### src/hdl/srw_pkg.sv
`default_nettype none
package srw_pkg;

    // Fixed geometry
    localparam int unsigned SEG_BYTES   = 1000;
    localparam int unsigned SLOTS       = 32;
    localparam int unsigned SLOT_W      = $clog2(SLOTS);
    localparam int unsigned FRAME_W     = 32;
    localparam int unsigned LEN_W       = 10;
    localparam int unsigned REM_W       = $clog2(SEG_BYTES);
    localparam int unsigned MAX_RESULTS = 64;

    // Reciprocal of SEG_BYTES, rounded up, scaled by 2^RECIP_SH
    localparam int unsigned RECIP_SH = 31 + REM_W;
    localparam logic [31:0] RECIP    =
        32'(((64'd1 << RECIP_SH) + 64'(SEG_BYTES) - 64'd1) / 64'(SEG_BYTES));

    // Input operation codes
    localparam logic OP_TICK   = 1'b0;
    localparam logic OP_ARRIVE = 1'b1;

    // Result kinds
    localparam logic [1:0] KIND_REQ   = 2'd0;
    localparam logic [1:0] KIND_DELIV = 2'd1;
    localparam logic [1:0] KIND_IDLE  = 2'd2;

    // Register indexes
    localparam logic REG_FILE_BYTES = 1'b0;
    localparam logic REG_TIMEOUT    = 1'b1;

    typedef struct packed {
        logic              operation;
        logic [31:0]       seg_offset;
        logic [LEN_W-1:0]  seg_length;
    } in_t;

    typedef struct packed {
        logic [1:0]        kind;
        logic [31:0]       frame_offset;
        logic [LEN_W-1:0]  frame_length;
        logic              last_of_run;
        logic              transfer_done;
    } out_t;

    // Classified item handed from front to back
    typedef struct packed {
        logic                is_arrival;
        logic                aligned;
        logic [FRAME_W-1:0]  frame;
        logic [LEN_W-1:0]    length;
    } cmd_t;

    // Settings derived from the registers
    typedef struct packed {
        logic [FRAME_W-1:0]  eof_frame;
        logic [LEN_W-1:0]    last_len;
        logic [31:0]         timeout;
    } cfg_t;

endpackage
`default_nettype wire

### src/hdl/srw_div.sv
`default_nettype none
// Divide by SEG_BYTES through a reciprocal multiply; done pulses once the start
// edge has taken the unit through its D_MUL and D_REM states
module srw_div (
    input  wire logic                              clk,
    input  wire logic                              rst_n,
    input  wire logic                              start,
    input  wire logic [31:0]                       dividend,
    output logic                                   busy,
    output logic                                   done,
    output logic [31:0]                            quot,
    output logic [srw_pkg::REM_W-1:0]              rem
);
    localparam logic [1:0] D_IDLE = 2'd0;
    localparam logic [1:0] D_MUL  = 2'd1;
    localparam logic [1:0] D_REM  = 2'd2;

    logic [1:0]                   stage_reg, stage_next;
    logic                         done_reg, done_next;
    logic [31:0]                  dvd_reg, dvd_next;
    logic [63:0]                  prod_reg, prod_next;
    logic [31:0]                  quot_reg, quot_next;
    logic [srw_pkg::REM_W-1:0]    rem_reg, rem_next;
    logic [31:0]                  q_est;

    // Multiply, then take quotient and remainder
    always_comb
    begin
        q_est      = 32'(prod_reg >> srw_pkg::RECIP_SH);
        stage_next = stage_reg;
        done_next  = 1'b0;
        dvd_next   = dvd_reg;
        prod_next  = prod_reg;
        quot_next  = quot_reg;
        rem_next   = rem_reg;
        unique case (stage_reg)
            D_IDLE:
            begin
                if (start)
                begin
                    dvd_next   = dividend;
                    stage_next = D_MUL;
                end
            end
            D_MUL:
            begin
                prod_next  = 64'(dvd_reg) * 64'(srw_pkg::RECIP);
                stage_next = D_REM;
            end
            D_REM:
            begin
                quot_next  = q_est;
                rem_next   = srw_pkg::REM_W'(dvd_reg - q_est * 32'(srw_pkg::SEG_BYTES));
                done_next  = 1'b1;
                stage_next = D_IDLE;
            end
            default: stage_next = D_IDLE;
        endcase
    end

    always_ff @(posedge clk or negedge rst_n)
    begin
        if (!rst_n)
        begin
            stage_reg <= D_IDLE;
            done_reg  <= 1'b0;
        end
        else
        begin
            stage_reg <= stage_next;
            done_reg  <= done_next;
        end
    end

    always_ff @(posedge clk)
    begin
        dvd_reg  <= dvd_next;
        prod_reg <= prod_next;
        quot_reg <= quot_next;
        rem_reg  <= rem_next;
    end

    assign busy = stage_reg != D_IDLE;
    assign done = done_reg;
    assign quot = quot_reg;
    assign rem  = rem_reg;
endmodule
`default_nettype wire

### src/hdl/srw_front.sv
`default_nettype none
// Accepts items and register writes, classifies arrivals, queues commands
module srw_front (
    input  wire logic             clk,
    input  wire logic             rst_n,
    input  wire logic             push,
    output logic                  full,
    input  wire srw_pkg::in_t     item,
    input  wire logic             cfg_we,
    input  wire logic             cfg_index,
    input  wire logic [31:0]      cfg_data,
    output logic                  cmd_valid,
    output srw_pkg::cmd_t         cmd,
    input  wire logic             cmd_pop,
    output srw_pkg::cfg_t         cfg
);
    localparam logic [1:0] F_IDLE = 2'd0;
    localparam logic [1:0] F_CFG  = 2'd1;
    localparam logic [1:0] F_ARR  = 2'd2;

    logic [1:0]                       state_reg, state_next;
    logic [srw_pkg::FRAME_W-1:0]      last_reg, last_next;
    logic [srw_pkg::LEN_W-1:0]        last_len_reg, last_len_next;
    logic [31:0]                      timeout_reg, timeout_next;
    logic [srw_pkg::LEN_W-1:0]        len_reg, len_next;

    logic                             div_start, div_busy, div_done;
    logic [31:0]                      div_in, div_quot;
    logic [srw_pkg::REM_W-1:0]        div_rem;

    srw_pkg::cmd_t                    q_mem [2];
    logic                             q_wp_reg, q_rp_reg;
    logic [1:0]                       q_cnt_reg;
    logic                             q_push, q_full;
    srw_pkg::cmd_t                    q_in;

    srw_div u_div (
        .clk      (clk),
        .rst_n    (rst_n),
        .start    (div_start),
        .dividend (div_in),
        .busy     (div_busy),
        .done     (div_done),
        .quot     (div_quot),
        .rem      (div_rem)
    );

    assign q_full = q_cnt_reg == 2'd2;
    assign full   = (state_reg != F_IDLE) || q_full || div_busy;
    assign cmd_valid = q_cnt_reg != 2'd0;
    assign cmd       = q_mem[q_rp_reg];
    assign cfg       = '{eof_frame: last_reg, last_len: last_len_reg, timeout: timeout_reg};

    // Control
    always_comb
    begin
        state_next    = state_reg;
        last_next     = last_reg;
        last_len_next = last_len_reg;
        timeout_next  = timeout_reg;
        len_next      = len_reg;
        div_start     = 1'b0;
        div_in        = item.seg_offset;
        q_push        = 1'b0;
        q_in          = '{is_arrival: 1'b0, aligned: 1'b0, frame: '0, length: '0};
        if (cfg_we && cfg_index == srw_pkg::REG_TIMEOUT)
            timeout_next = cfg_data;
        unique case (state_reg)
            F_IDLE:
            begin
                if (cfg_we && cfg_index == srw_pkg::REG_FILE_BYTES)
                begin
                    div_start  = 1'b1;
                    div_in     = cfg_data;
                    state_next = F_CFG;
                end
                else if (push && !full)
                begin
                    if (item.operation == srw_pkg::OP_TICK)
                        q_push = 1'b1;
                    else
                    begin
                        div_start  = 1'b1;
                        len_next   = item.seg_length;
                        state_next = F_ARR;
                    end
                end
            end
            F_CFG:
            begin
                if (div_done)
                begin
                    last_next     = div_quot + 32'(div_rem != '0);
                    last_len_next = (div_rem != '0) ? srw_pkg::LEN_W'(div_rem)
                                                    : srw_pkg::LEN_W'(srw_pkg::SEG_BYTES);
                    state_next    = F_IDLE;
                end
            end
            F_ARR:
            begin
                if (div_done)
                begin
                    q_push     = 1'b1;
                    q_in       = '{is_arrival: 1'b1, aligned: div_rem == '0,
                                   frame: div_quot + 32'd1, length: len_reg};
                    state_next = F_IDLE;
                end
            end
            default: state_next = F_IDLE;
        endcase
    end

    always_ff @(posedge clk or negedge rst_n)
    begin
        if (!rst_n)
        begin
            state_reg    <= F_IDLE;
            last_reg     <= '0;
            last_len_reg <= '0;
            timeout_reg  <= 32'd1000;
            q_wp_reg     <= 1'b0;
            q_rp_reg     <= 1'b0;
            q_cnt_reg    <= '0;
        end
        else
        begin
            state_reg    <= state_next;
            last_reg     <= last_next;
            last_len_reg <= last_len_next;
            timeout_reg  <= timeout_next;
            if (q_push)
                q_wp_reg <= ~q_wp_reg;
            if (cmd_pop)
                q_rp_reg <= ~q_rp_reg;
            q_cnt_reg <= q_cnt_reg + 2'(q_push) - 2'(cmd_pop);
        end
    end

    // Payload storage
    always_ff @(posedge clk)
    begin
        len_reg <= len_next;
        if (q_push)
            q_mem[q_wp_reg] <= q_in;
    end
endmodule
`default_nettype wire

### src/hdl/srw_back.sv
`default_nettype none
// Window state: timeout scan, arrival marking, in-order delivery, new requests
module srw_back (
    input  wire logic             clk,
    input  wire logic             rst_n,
    input  wire logic             cmd_valid,
    input  wire srw_pkg::cmd_t    cmd,
    output logic                  cmd_pop,
    input  wire srw_pkg::cfg_t    cfg,
    output logic                  empty,
    input  wire logic             pop,
    output srw_pkg::out_t         result
);
    localparam logic [2:0] S_IDLE   = 3'd0;
    localparam logic [2:0] S_SCAN   = 3'd1;
    localparam logic [2:0] S_DRAIN  = 3'd2;
    localparam logic [2:0] S_RESEND = 3'd3;
    localparam logic [2:0] S_DELIV  = 3'd4;
    localparam logic [2:0] S_REQ    = 3'd5;
    localparam logic [2:0] S_FIN    = 3'd6;

    localparam int unsigned FW = srw_pkg::FRAME_W;
    localparam int unsigned SW = srw_pkg::SLOT_W;
    localparam int unsigned LW = srw_pkg::LEN_W;

    typedef struct packed {
        logic [1:0]     kind;
        logic [FW-1:0]  frame;
        logic [LW-1:0]  len;
        logic           done;
    } pend_t;

    logic [2:0]             state_reg, state_next;
    logic [FW-1:0]          fd_reg, fd_next;
    logic [FW:0]            ntr_reg, ntr_next;
    logic [srw_pkg::SLOTS-1:0] req_reg, req_next, rcv_reg, rcv_next;
    logic [31:0]            now_reg, now_next;
    logic [SW-1:0]          scan_reg, scan_next;
    logic                   found_reg, found_next;
    logic [FW-1:0]          best_reg, best_next;
    logic [31:0]            age_reg, age_next;
    logic                   pv_reg, pv_next;
    logic [FW-1:0]          pf_reg, pf_next;
    pend_t                  pend_reg, pend_next;
    logic                   pend_v_reg, pend_v_next;
    logic [6:0]             run_cnt_reg, run_cnt_next;

    logic [31:0]            sent_mem [srw_pkg::SLOTS];
    logic [31:0]            sent_rd_reg;
    logic [SW-1:0]          rd_addr, wr_addr;
    logic                   wr_en;

    srw_pkg::out_t          of_mem [4];
    logic [1:0]             of_wp_reg, of_rp_reg;
    logic [2:0]             of_cnt_reg;
    logic                   of_full, of_push, of_pop;
    srw_pkg::out_t          of_in;

    logic                   em_v, emit_ok;
    pend_t                  em;
    logic                   fin_push;
    logic [FW-1:0]          f_scan, f_del, push_frame;
    logic [31:0]            age;
    logic [FW:0]            last_x;
    pend_t                  push_src;
    logic                   push_last;

    function automatic logic [LW-1:0] len_of(input logic [FW-1:0] f,
                                             input srw_pkg::cfg_t c);
        if (f == c.eof_frame && c.eof_frame != '0)
            return c.last_len;
        return LW'(srw_pkg::SEG_BYTES);
    endfunction

    assign of_full = of_cnt_reg == 3'd4;
    assign empty   = of_cnt_reg == 3'd0;
    assign of_pop  = pop && !empty;
    assign result  = of_mem[of_rp_reg];
    assign emit_ok = !pend_v_reg || !of_full;
    assign last_x  = {1'b0, cfg.eof_frame};
    assign f_scan  = fd_reg + 32'd1 + FW'(scan_reg);
    assign f_del   = fd_reg + 32'd1;
    assign age     = now_reg - sent_rd_reg;

    // Sequencer
    always_comb
    begin
        state_next   = state_reg;
        fd_next      = fd_reg;
        ntr_next     = ntr_reg;
        req_next     = req_reg;
        rcv_next     = rcv_reg;
        now_next     = now_reg;
        scan_next    = scan_reg;
        found_next   = found_reg;
        best_next    = best_reg;
        age_next     = age_reg;
        pv_next      = 1'b0;
        pf_next      = pf_reg;
        run_cnt_next = run_cnt_reg;
        cmd_pop      = 1'b0;
        em_v         = 1'b0;
        em           = '{kind: srw_pkg::KIND_REQ, frame: '0, len: '0, done: 1'b0};
        fin_push     = 1'b0;
        rd_addr      = f_scan[SW-1:0];
        wr_en        = 1'b0;
        wr_addr      = ntr_reg[SW-1:0];

        // Age compare for the slot read last cycle; lowest frame wins ties
        if (pv_reg && (!found_reg || age > age_reg))
        begin
            found_next = 1'b1;
            best_next  = pf_reg;
            age_next   = age;
        end

        unique case (state_reg)
            S_IDLE:
            begin
                if (cmd_valid)
                begin
                    cmd_pop      = 1'b1;
                    run_cnt_next = '0;
                    if (!cmd.is_arrival)
                    begin
                        now_next   = now_reg + 32'd1;
                        scan_next  = '0;
                        found_next = 1'b0;
                        state_next = S_SCAN;
                    end
                    else
                    begin
                        if (cmd.aligned && cmd.frame > fd_reg &&
                            {1'b0, cmd.frame} < ntr_reg && cmd.frame <= cfg.eof_frame)
                        begin
                            if (cmd.length == len_of(cmd.frame, cfg))
                                req_next[cmd.frame[SW-1:0]] = 1'b0;
                            rcv_next[cmd.frame[SW-1:0]] = 1'b1;
                        end
                        state_next = S_DELIV;
                    end
                end
            end
            S_SCAN:
            begin
                pv_next = ({1'b0, f_scan} < ntr_reg) && req_reg[f_scan[SW-1:0]] &&
                          !rcv_reg[f_scan[SW-1:0]];
                pf_next   = f_scan;
                scan_next = scan_reg + SW'(1);
                if (scan_reg == SW'(srw_pkg::SLOTS - 1))
                    state_next = S_DRAIN;
            end
            S_DRAIN:
                state_next = S_RESEND;
            S_RESEND:
            begin
                if (found_reg && age_reg >= cfg.timeout)
                begin
                    if (emit_ok)
                    begin
                        wr_en      = 1'b1;
                        wr_addr    = best_reg[SW-1:0];
                        em_v       = 1'b1;
                        em         = '{kind: srw_pkg::KIND_REQ, frame: best_reg,
                                       len: len_of(best_reg, cfg),
                                       done: fd_reg >= cfg.eof_frame};
                        state_next = S_DELIV;
                    end
                end
                else
                    state_next = S_DELIV;
            end
            S_DELIV:
            begin
                if (fd_reg < cfg.eof_frame && {1'b0, f_del} < ntr_reg &&
                    rcv_reg[f_del[SW-1:0]])
                begin
                    if (emit_ok)
                    begin
                        rcv_next[f_del[SW-1:0]] = 1'b0;
                        req_next[f_del[SW-1:0]] = 1'b0;
                        fd_next = f_del;
                        em_v    = 1'b1;
                        em      = '{kind: srw_pkg::KIND_DELIV, frame: f_del,
                                    len: len_of(f_del, cfg),
                                    done: f_del >= cfg.eof_frame};
                    end
                end
                else
                    state_next = S_REQ;
            end
            S_REQ:
            begin
                // Requests stop at the window edge, the last frame or a full run
                if (ntr_reg <= last_x &&
                    ntr_reg <= {1'b0, fd_reg} + (FW+1)'(srw_pkg::SLOTS) &&
                    run_cnt_reg < 7'(srw_pkg::MAX_RESULTS))
                begin
                    if (emit_ok)
                    begin
                        req_next[ntr_reg[SW-1:0]] = 1'b1;
                        rcv_next[ntr_reg[SW-1:0]] = 1'b0;
                        wr_en    = 1'b1;
                        ntr_next = ntr_reg + (FW+1)'(1);
                        em_v     = 1'b1;
                        em       = '{kind: srw_pkg::KIND_REQ, frame: ntr_reg[FW-1:0],
                                     len: len_of(ntr_reg[FW-1:0], cfg),
                                     done: fd_reg >= cfg.eof_frame};
                    end
                end
                else
                    state_next = S_FIN;
            end
            S_FIN:
            begin
                if (!of_full)
                begin
                    fin_push   = 1'b1;
                    state_next = S_IDLE;
                end
            end
            default: state_next = S_IDLE;
        endcase

        if (em_v)
            run_cnt_next = run_cnt_reg + 7'd1;
    end

    // Pending-result holder: the newest result waits until we know if it is the last
    always_comb
    begin
        pend_next   = pend_reg;
        pend_v_next = pend_v_reg;
        of_push     = 1'b0;
        push_last   = 1'b0;
        push_src    = pend_reg;
        if (em_v)
        begin
            of_push     = pend_v_reg;
            pend_next   = em;
            pend_v_next = 1'b1;
        end
        else if (fin_push)
        begin
            of_push     = 1'b1;
            push_last   = 1'b1;
            pend_v_next = 1'b0;
            if (!pend_v_reg)
                push_src = '{kind: srw_pkg::KIND_IDLE, frame: '0, len: '0,
                             done: fd_reg >= cfg.eof_frame};
        end
        push_frame = push_src.frame - 32'd1;
        of_in.kind          = push_src.kind;
        of_in.frame_offset  = (push_src.kind == srw_pkg::KIND_IDLE) ? 32'd0
                            : 32'(push_frame * 32'(srw_pkg::SEG_BYTES));
        of_in.frame_length  = push_src.len;
        of_in.last_of_run   = push_last;
        of_in.transfer_done = push_src.done;
    end

    always_ff @(posedge clk or negedge rst_n)
    begin
        if (!rst_n)
        begin
            state_reg   <= S_IDLE;
            fd_reg      <= '0;
            ntr_reg     <= (FW+1)'(1);
            req_reg     <= '0;
            rcv_reg     <= '0;
            now_reg     <= '0;
            scan_reg    <= '0;
            found_reg   <= 1'b0;
            pv_reg      <= 1'b0;
            pend_v_reg  <= 1'b0;
            run_cnt_reg <= '0;
            of_wp_reg   <= '0;
            of_rp_reg   <= '0;
            of_cnt_reg  <= '0;
        end
        else
        begin
            state_reg   <= state_next;
            fd_reg      <= fd_next;
            ntr_reg     <= ntr_next;
            req_reg     <= req_next;
            rcv_reg     <= rcv_next;
            now_reg     <= now_next;
            scan_reg    <= scan_next;
            found_reg   <= found_next;
            pv_reg      <= pv_next;
            pend_v_reg  <= pend_v_next;
            run_cnt_reg <= run_cnt_next;
            if (of_push)
                of_wp_reg <= of_wp_reg + 2'd1;
            if (of_pop)
                of_rp_reg <= of_rp_reg + 2'd1;
            of_cnt_reg <= of_cnt_reg + 3'(of_push) - 3'(of_pop);
        end
    end

    // Payload registers, send-time memory and result queue storage
    always_ff @(posedge clk)
    begin
        best_reg    <= best_next;
        age_reg     <= age_next;
        pf_reg      <= pf_next;
        pend_reg    <= pend_next;
        sent_rd_reg <= sent_mem[rd_addr];
        if (wr_en)
            sent_mem[wr_addr] <= now_reg;
        if (of_push)
            of_mem[of_wp_reg] <= of_in;
    end
endmodule
`default_nettype wire

### src/hdl/selective_repeat_receive_window_top.sv
`default_nettype none
// Selective-repeat receive window. Items enter through a push/full queue port:
// a tick, or a segment arrival with byte offset and length. Results leave through
// an empty/pop queue port: request, in-order delivery, or an idle marker, with
// last_of_run on the final result of each item. An arrival passes through the
// reciprocal divide-by-segment unit before it enters the command queue; a tick
// goes straight into it. A tick then runs the 32-slot oldest-request scan and
// the resend check. Deliveries and then requests follow while the four-entry
// result queue has room; a step ends the deliveries, one ends the requests and
// a last one closes the run. A write of file_bytes keeps full high until its
// divide is done.
module selective_repeat_receive_window_top (
    input  wire logic             clk,
    input  wire logic             rst_n,
    input  wire logic             push,
    output logic                  full,
    input  wire srw_pkg::in_t     item,
    output logic                  empty,
    input  wire logic             pop,
    output srw_pkg::out_t         result,
    input  wire logic             cfg_we,
    input  wire logic             cfg_index,
    input  wire logic [31:0]      cfg_data
);
    logic            cmd_valid, cmd_pop;
    srw_pkg::cmd_t   cmd;
    srw_pkg::cfg_t   cfg;

    srw_front u_front (
        .clk       (clk),
        .rst_n     (rst_n),
        .push      (push),
        .full      (full),
        .item      (item),
        .cfg_we    (cfg_we),
        .cfg_index (cfg_index),
        .cfg_data  (cfg_data),
        .cmd_valid (cmd_valid),
        .cmd       (cmd),
        .cmd_pop   (cmd_pop),
        .cfg       (cfg)
    );

    srw_back u_back (
        .clk       (clk),
        .rst_n     (rst_n),
        .cmd_valid (cmd_valid),
        .cmd       (cmd),
        .cmd_pop   (cmd_pop),
        .cfg       (cfg),
        .empty     (empty),
        .pop       (pop),
        .result    (result)
    );
endmodule
`default_nettype wire

### config.mk
export PLATFORM = sky130hd
export DESIGN_NAME = selective_repeat_receive_window_top
export DESIGN_NICKNAME = d
export VERILOG_FILES = /design/src/hdl/srw_pkg.sv /design/src/hdl/srw_div.sv /design/src/hdl/srw_front.sv /design/src/hdl/srw_back.sv /design/src/hdl/selective_repeat_receive_window_top.sv
export SDC_FILE = /design/constraint.sdc
export NUM_CORES = 2
export LEC_CHECK = 0
export BUFFER_PORTS_ARGS = -buffer_cell sky130_fd_sc_hd__buf_2
export CORE_ASPECT_RATIO = 0.6
export CORE_MARGIN = 5
export CORE_UTILIZATION = 32
export CTS_CLUSTER_DIAMETER = 100
export DETAILED_ROUTE_END_ITERATION = 7
export MAX_ROUTING_LAYER = met4
export SLEW_MARGIN = 10
export SYNTH_ARGS = -nofsm -noshare
export SYNTH_HDL_FRONTEND = slang
export SYNTH_SLANG_ARGS = --single-unit
### constraint.sdc
create_clock -name clk -period 17.5 [get_ports clk]
set_input_delay 2.625 -clock clk [delete_from_list [all_inputs] [get_ports clk]]
set_output_delay 2.625 -clock clk [all_outputs]
set_load 0.05 [all_outputs]
Yosys cells after proc, flatten, opt, wreduce, memory -nomap -nowiden
Memory sizes are Yosys's and may differ from the RTL's. A register that Yosys moved wholly into a read port is not among the register bits.
Cells that the tools add are included.

cells by class
  multiply operators = 3
  reductions and logical operators = 60
  bitwise gates (word level) = 14
  add/subtract/negate cells = 18
  order comparisons = 20
  mux-type cells = 135
  equality and inequality tests = 37

operator list
  kind                    number
  $mux 32                 18
  $mux 45                 6
  $pmux 32 s3             2
  $pmux 45 s3             1
  $mux 44                 3
  $mux 10                 13
  $and 32x32->32          4
  $eq 32x32->1            4
  $lt 32x33->1            3
  $ge 32x32->1            3
  $not 32->32             3
  $mux 43                 2
  $add 32x1->32 const B   2
  $gt 32x32->1            2
  $or 32x32->32           2
  $mul 32x29->61 const B  1
  $mux 1                  56
  $add 32x6->33 const B   1
  $add 33x1->33 const B   1
  $le 33x32->1            1
  $le 33x33->1            1
  $add 32x5->32           1
  $le 32x32->1            1
  $lt 32x32->1            1
  57 further kinds        155

storage, ports and cells
  register bits after elaboration = 546
  RAM bits = 1296
  logic and storage cells = 325
  memories = 3

memory list
  memory           depth  width  read ports  clocked after Yosys merged registers in  write ports  line             source
  u_back.sent_mem  32     32     1           1                                        1            srw_back.sv:48   logic [31:0] sent_mem [srw_pkg::SLOTS];
  u_back.of_mem    4      46     1           0                                        1            srw_back.sv:53   srw_pkg::out_t of_mem [4];
  u_front.q_mem    2      44     1           0                                        1            srw_front.sv:31  srw_pkg::cmd_t q_mem [2];

Depth between registers and ports, before layout
An unclocked memory read counts as a cell.

  depth after elaboration = 20
  mapped depth = 32
  depth with buffers taken out = 29

Cells and area by module
Synthesis repeated with hierarchy kept, for this count alone.

second synthesis, totals
  cells, all modules = 7614
  area total of the unflattened synthesis = 103808.3 µm²

modules (own cells, without submodules)
  module     cells an instance  area each (µm²)  times used
  srw_back   5287               77543.1          1
  srw_div    1658               17895.9          1
  srw_front  669                8369.3           1

Worst setup path after synthesis
OpenSTA, ideal clock, no wires.

  path kind = reg2reg
  start point = register u_back.of_cnt_reg[1]
  end point = memory u_back.of_mem[0][43] in the netlist's numbering, data pin
  stages on the path, launching flop included = 31
  library setup time = 276 ps
  path buffers = 2
  path slack = 9774 ps
  arrival = 7450 ps
  cells stage by stage = dfrtp_1 -> nor3b_1 -> nor2_1 -> nand2_2 -> clkbuf_1 -> clkbuf_1 -> nand2_1 -> ha_1 -> a21o_1 -> or3_1 -> nor2_1 -> o21ai_2 -> a21o_1 -> a21oi_1 -> a21oi_1 -> a311oi_1 -> inv_1 -> fa_1 -> fa_1 -> inv_1 -> fa_1 -> inv_1 -> fa_1 -> inv_1 -> ha_1 -> and3_1 -> a21oi_1 -> o21ai_0 -> o21ai_0 -> xnor2_1 -> nor2_1

RTL lines
  what                    line             source
  start, declared         srw_back.sv:55   logic [2:0] of_cnt_reg;
  start signal, assigned  srw_back.sv:297  of_cnt_reg <= of_cnt_reg + 3'(of_push) - 3'(of_pop);
  end, declared           srw_back.sv:53

==> run metrics <==
Worst path depth=25; RSZ-0062 raised after global routing=false; PortBufs=125; synth cell count leaders=1503 x edfxtp_1, 950 x inv_1, 820 x ha_1; R2R depth=25; most frequent cell after synthesis=edfxtp_1; hold buffer count at CTS=0; Routed Antenna Nets=0; share of cells above drive strength 1=14.9%; WS Path Type=flip-flop to flip-flop; clk sinks=1796; Die W=732 µm; sequential area share after synthesis=52.2%; flops & latches, synth=1796; Final Cycle Share=51.8%; Clock Skew=0.119 ns; worst endpoint required time=18.02 ns; Largest Register=u_back.sent_mem; WP buf/inv=1; slowest stage delay, CP=0.78 ns; largest net degree at the start of global routing=138; DRC=0; Worst-Skew Late Latency=0.88 ns; Detailed Routing Iterations Pass 1=8; via count=61300; max FFs per register=1024; cts bufs inserted=171; CP max FO=27; gr usage total=17.7%; share of synthesized registers carrying an async set or reset=14.5%; Finish-stage setup viols=0; reg2reg end=u_back.of_mem[3][42]; I/O pin count=129; worst-case clock buffer depth=4; Post-DP HPWL=194 mm; Top Registers=u_back.sent_mem: 1024 flops, u_back.of_mem: 172 flops, u_front.q_mem: 72 flops; Post-synth EDFFs=1503; maxcap violations=0; Yosys cell types=95; RePlAce Congestion=0.972; Slowest cell on crit path=xnor2_1; cts repair resizes=0; DIE AREA=325000 µm²; row cnt=159; TritonCTS clock tree=done; WL/cell=24.0 µm; Post-CTS Setup Inserts=0; Vias/cell=5.20; r2r startpoint=u_back.of_cnt_reg[1]; Clock Tree Root=clkbuf_16; Crit path max-delay family=simple AND/OR/NAND/NOR gates; Data arrival, critical path=9.59 ns; Place WS=8.57 ns; Crit. End Element=flip-flop; grt ovf=0; Final Slew Violations=0; Nets=8739; Final Hold Violating Endpoints=0; post-synth top area cell=edfxtp_1; number of DRC markers in iteration 0=7004; syn_area_per_cell=13.8 µm²; Fmax achieved=110 MHz; largest cells by area after synthesis=edfxtp_1 45%, ha_1 10%, mux4_2 8.5%; Worst-Margin Slew=1.24 ns; Post-DP Area=106000 µm²; hold path depth=0; slew margin rel.=15.0%; status=complete, no violations; setup TNS=0 ns; first-pass GRT wire length=418 mm; Hold/Removal Path Class=flip-flop to flip-flop; final instance area=112000 µm²; post-synthesis cell count=7261; post-synth top area share=45.1%; Routed Wire Length=283 mm; Initial Util=32.1%; Area Overhead vs Synth=12.1%; clk slew on worst S/H paths=0.07 ns; mapped cell area=100000 µm²; Period minus WS final=9.06 ns; flop2flop setup slack=8.44 ns; predominant post-synthesis flop cell=edfxtp_1; number of global-route vias before repair=61100; startpoint types=flip-flop; Die H=443 µm; antenna violations before repair=10; Synth warnings=0; hold path start=u_back.pf_reg[14]; Worst Hold End=u_back.best_reg[14]; Finished Core Util=36.0%; setup ws final=8.44 ns; H-tree depth=4; Core Area=312000 µm²
cell families after synthesis:
kind of cell | after synthesis | share of synthesized area, %
flip-flops | 1796 | 52.2
adder cells (fa/ha/maj) | 1206 | 17.9
buffers and inverters | 1178 | 4.50
AND/OR/NAND/NOR | 1280 | 6.18
multiplexers | 536 | 10.2
XOR/XNOR | 354 | 3.11
other | 1 | 0.00374
AO/OA/AOI/OAI | 910 | 5.85
worst max-delay path by stage:
stage                         start              endpoint  slack [ns]
2_1_floorplan  u_back.of_cnt_reg[1]  u_back.of_mem[0][43]        9.77
3_3_place_gp   u_back.of_cnt_reg[1]  u_back.of_mem[0][42]        8.57
3_5_place_dp   u_back.of_cnt_reg[1]  u_back.of_mem[1][42]        8.57
4_1_cts        u_back.of_cnt_reg[1]  u_back.of_mem[3][42]        8.52
5_1_grt        u_back.of_cnt_reg[1]  u_back.of_mem[3][42]        7.91
6_report       u_back.of_cnt_reg[1]  u_back.of_mem[3][42]        8.44
through the flow:
stage                     hold slack (ns)  cells
after floorplan                     0.400   7263
after global placement              0.401  11500
after detailed placement            0.405  11500
after CTS                           0.417  11800
after global routing                0.421  11800
final                               0.418  11800
area by class of cell:
| class | instances | area (µm²) |
|---|---|---|
| multi-input combinational | 4289 | 43800 |
| sequential | 1796 | 52300 |
| timing repair buffer | 242 | 1580 |
| antenna | 17 | 42.5 |
| clock buffer | 223 | 4650 |
| inverter | 958 | 3600 |
| tap | 4186 | 5240 |
| fill | 29500 | 200000 |
| clock inverter | 83 | 1040 |
layout by cell type, fill, tap and decap left out, types with 112 or more instances in the layout:
cell type | netlist | routed
edfxtp_1 | 1503 | 1503
fa_1 | 380 | 379
nor2_1 | 338 | 305
mux2_2 | 136 | 136
mux4_2 | 376 | 376
ha_1 | 820 | 819
dfrtp_1 | 254 | 250
inv_1 | 950 | 949
buf_2 | 32 | 124
nand2_1 | 349 | 346
xnor2_1 | 246 | 245
o21ai_0 | 187 | 187
clkbuf_16 | 0 | 174
buf_4 | 6 | 112
a21o_1 | 129 | 129
a21oi_1 | 262 | 262
worst reg2reg max path: cells and delay by family, from the launching register on:
kind	cells	cell delay [ns]
multiplexers	1	0.32
buffers and inverters	1	0.04
adder cells (fa/ha/maj)	5	2.01
flip-flops	1	0.43
XOR/XNOR	2	1.03
AND/OR/NAND/NOR	10	3.35
AO/OA/AOI/OAI	6	1.60
layer usage:
| layer | track usage [%] | up-vias | share of wire [%] |
|---|---|---|---|
| li1 | - | 26900 | - |
| met1 | 27.1 | 31700 | 48 |
| met2 | 23.3 | 2495 | 40 |
| met3 | 4.77 | 310 | 10 |
| met4 | 2.90 | 0 | 1.6 |
| met5 | - | - | 0 |
Power is left out: the tool's default activity adds up to more than one toggle a clock period on the data nets, which glitch-free logic cannot reach.
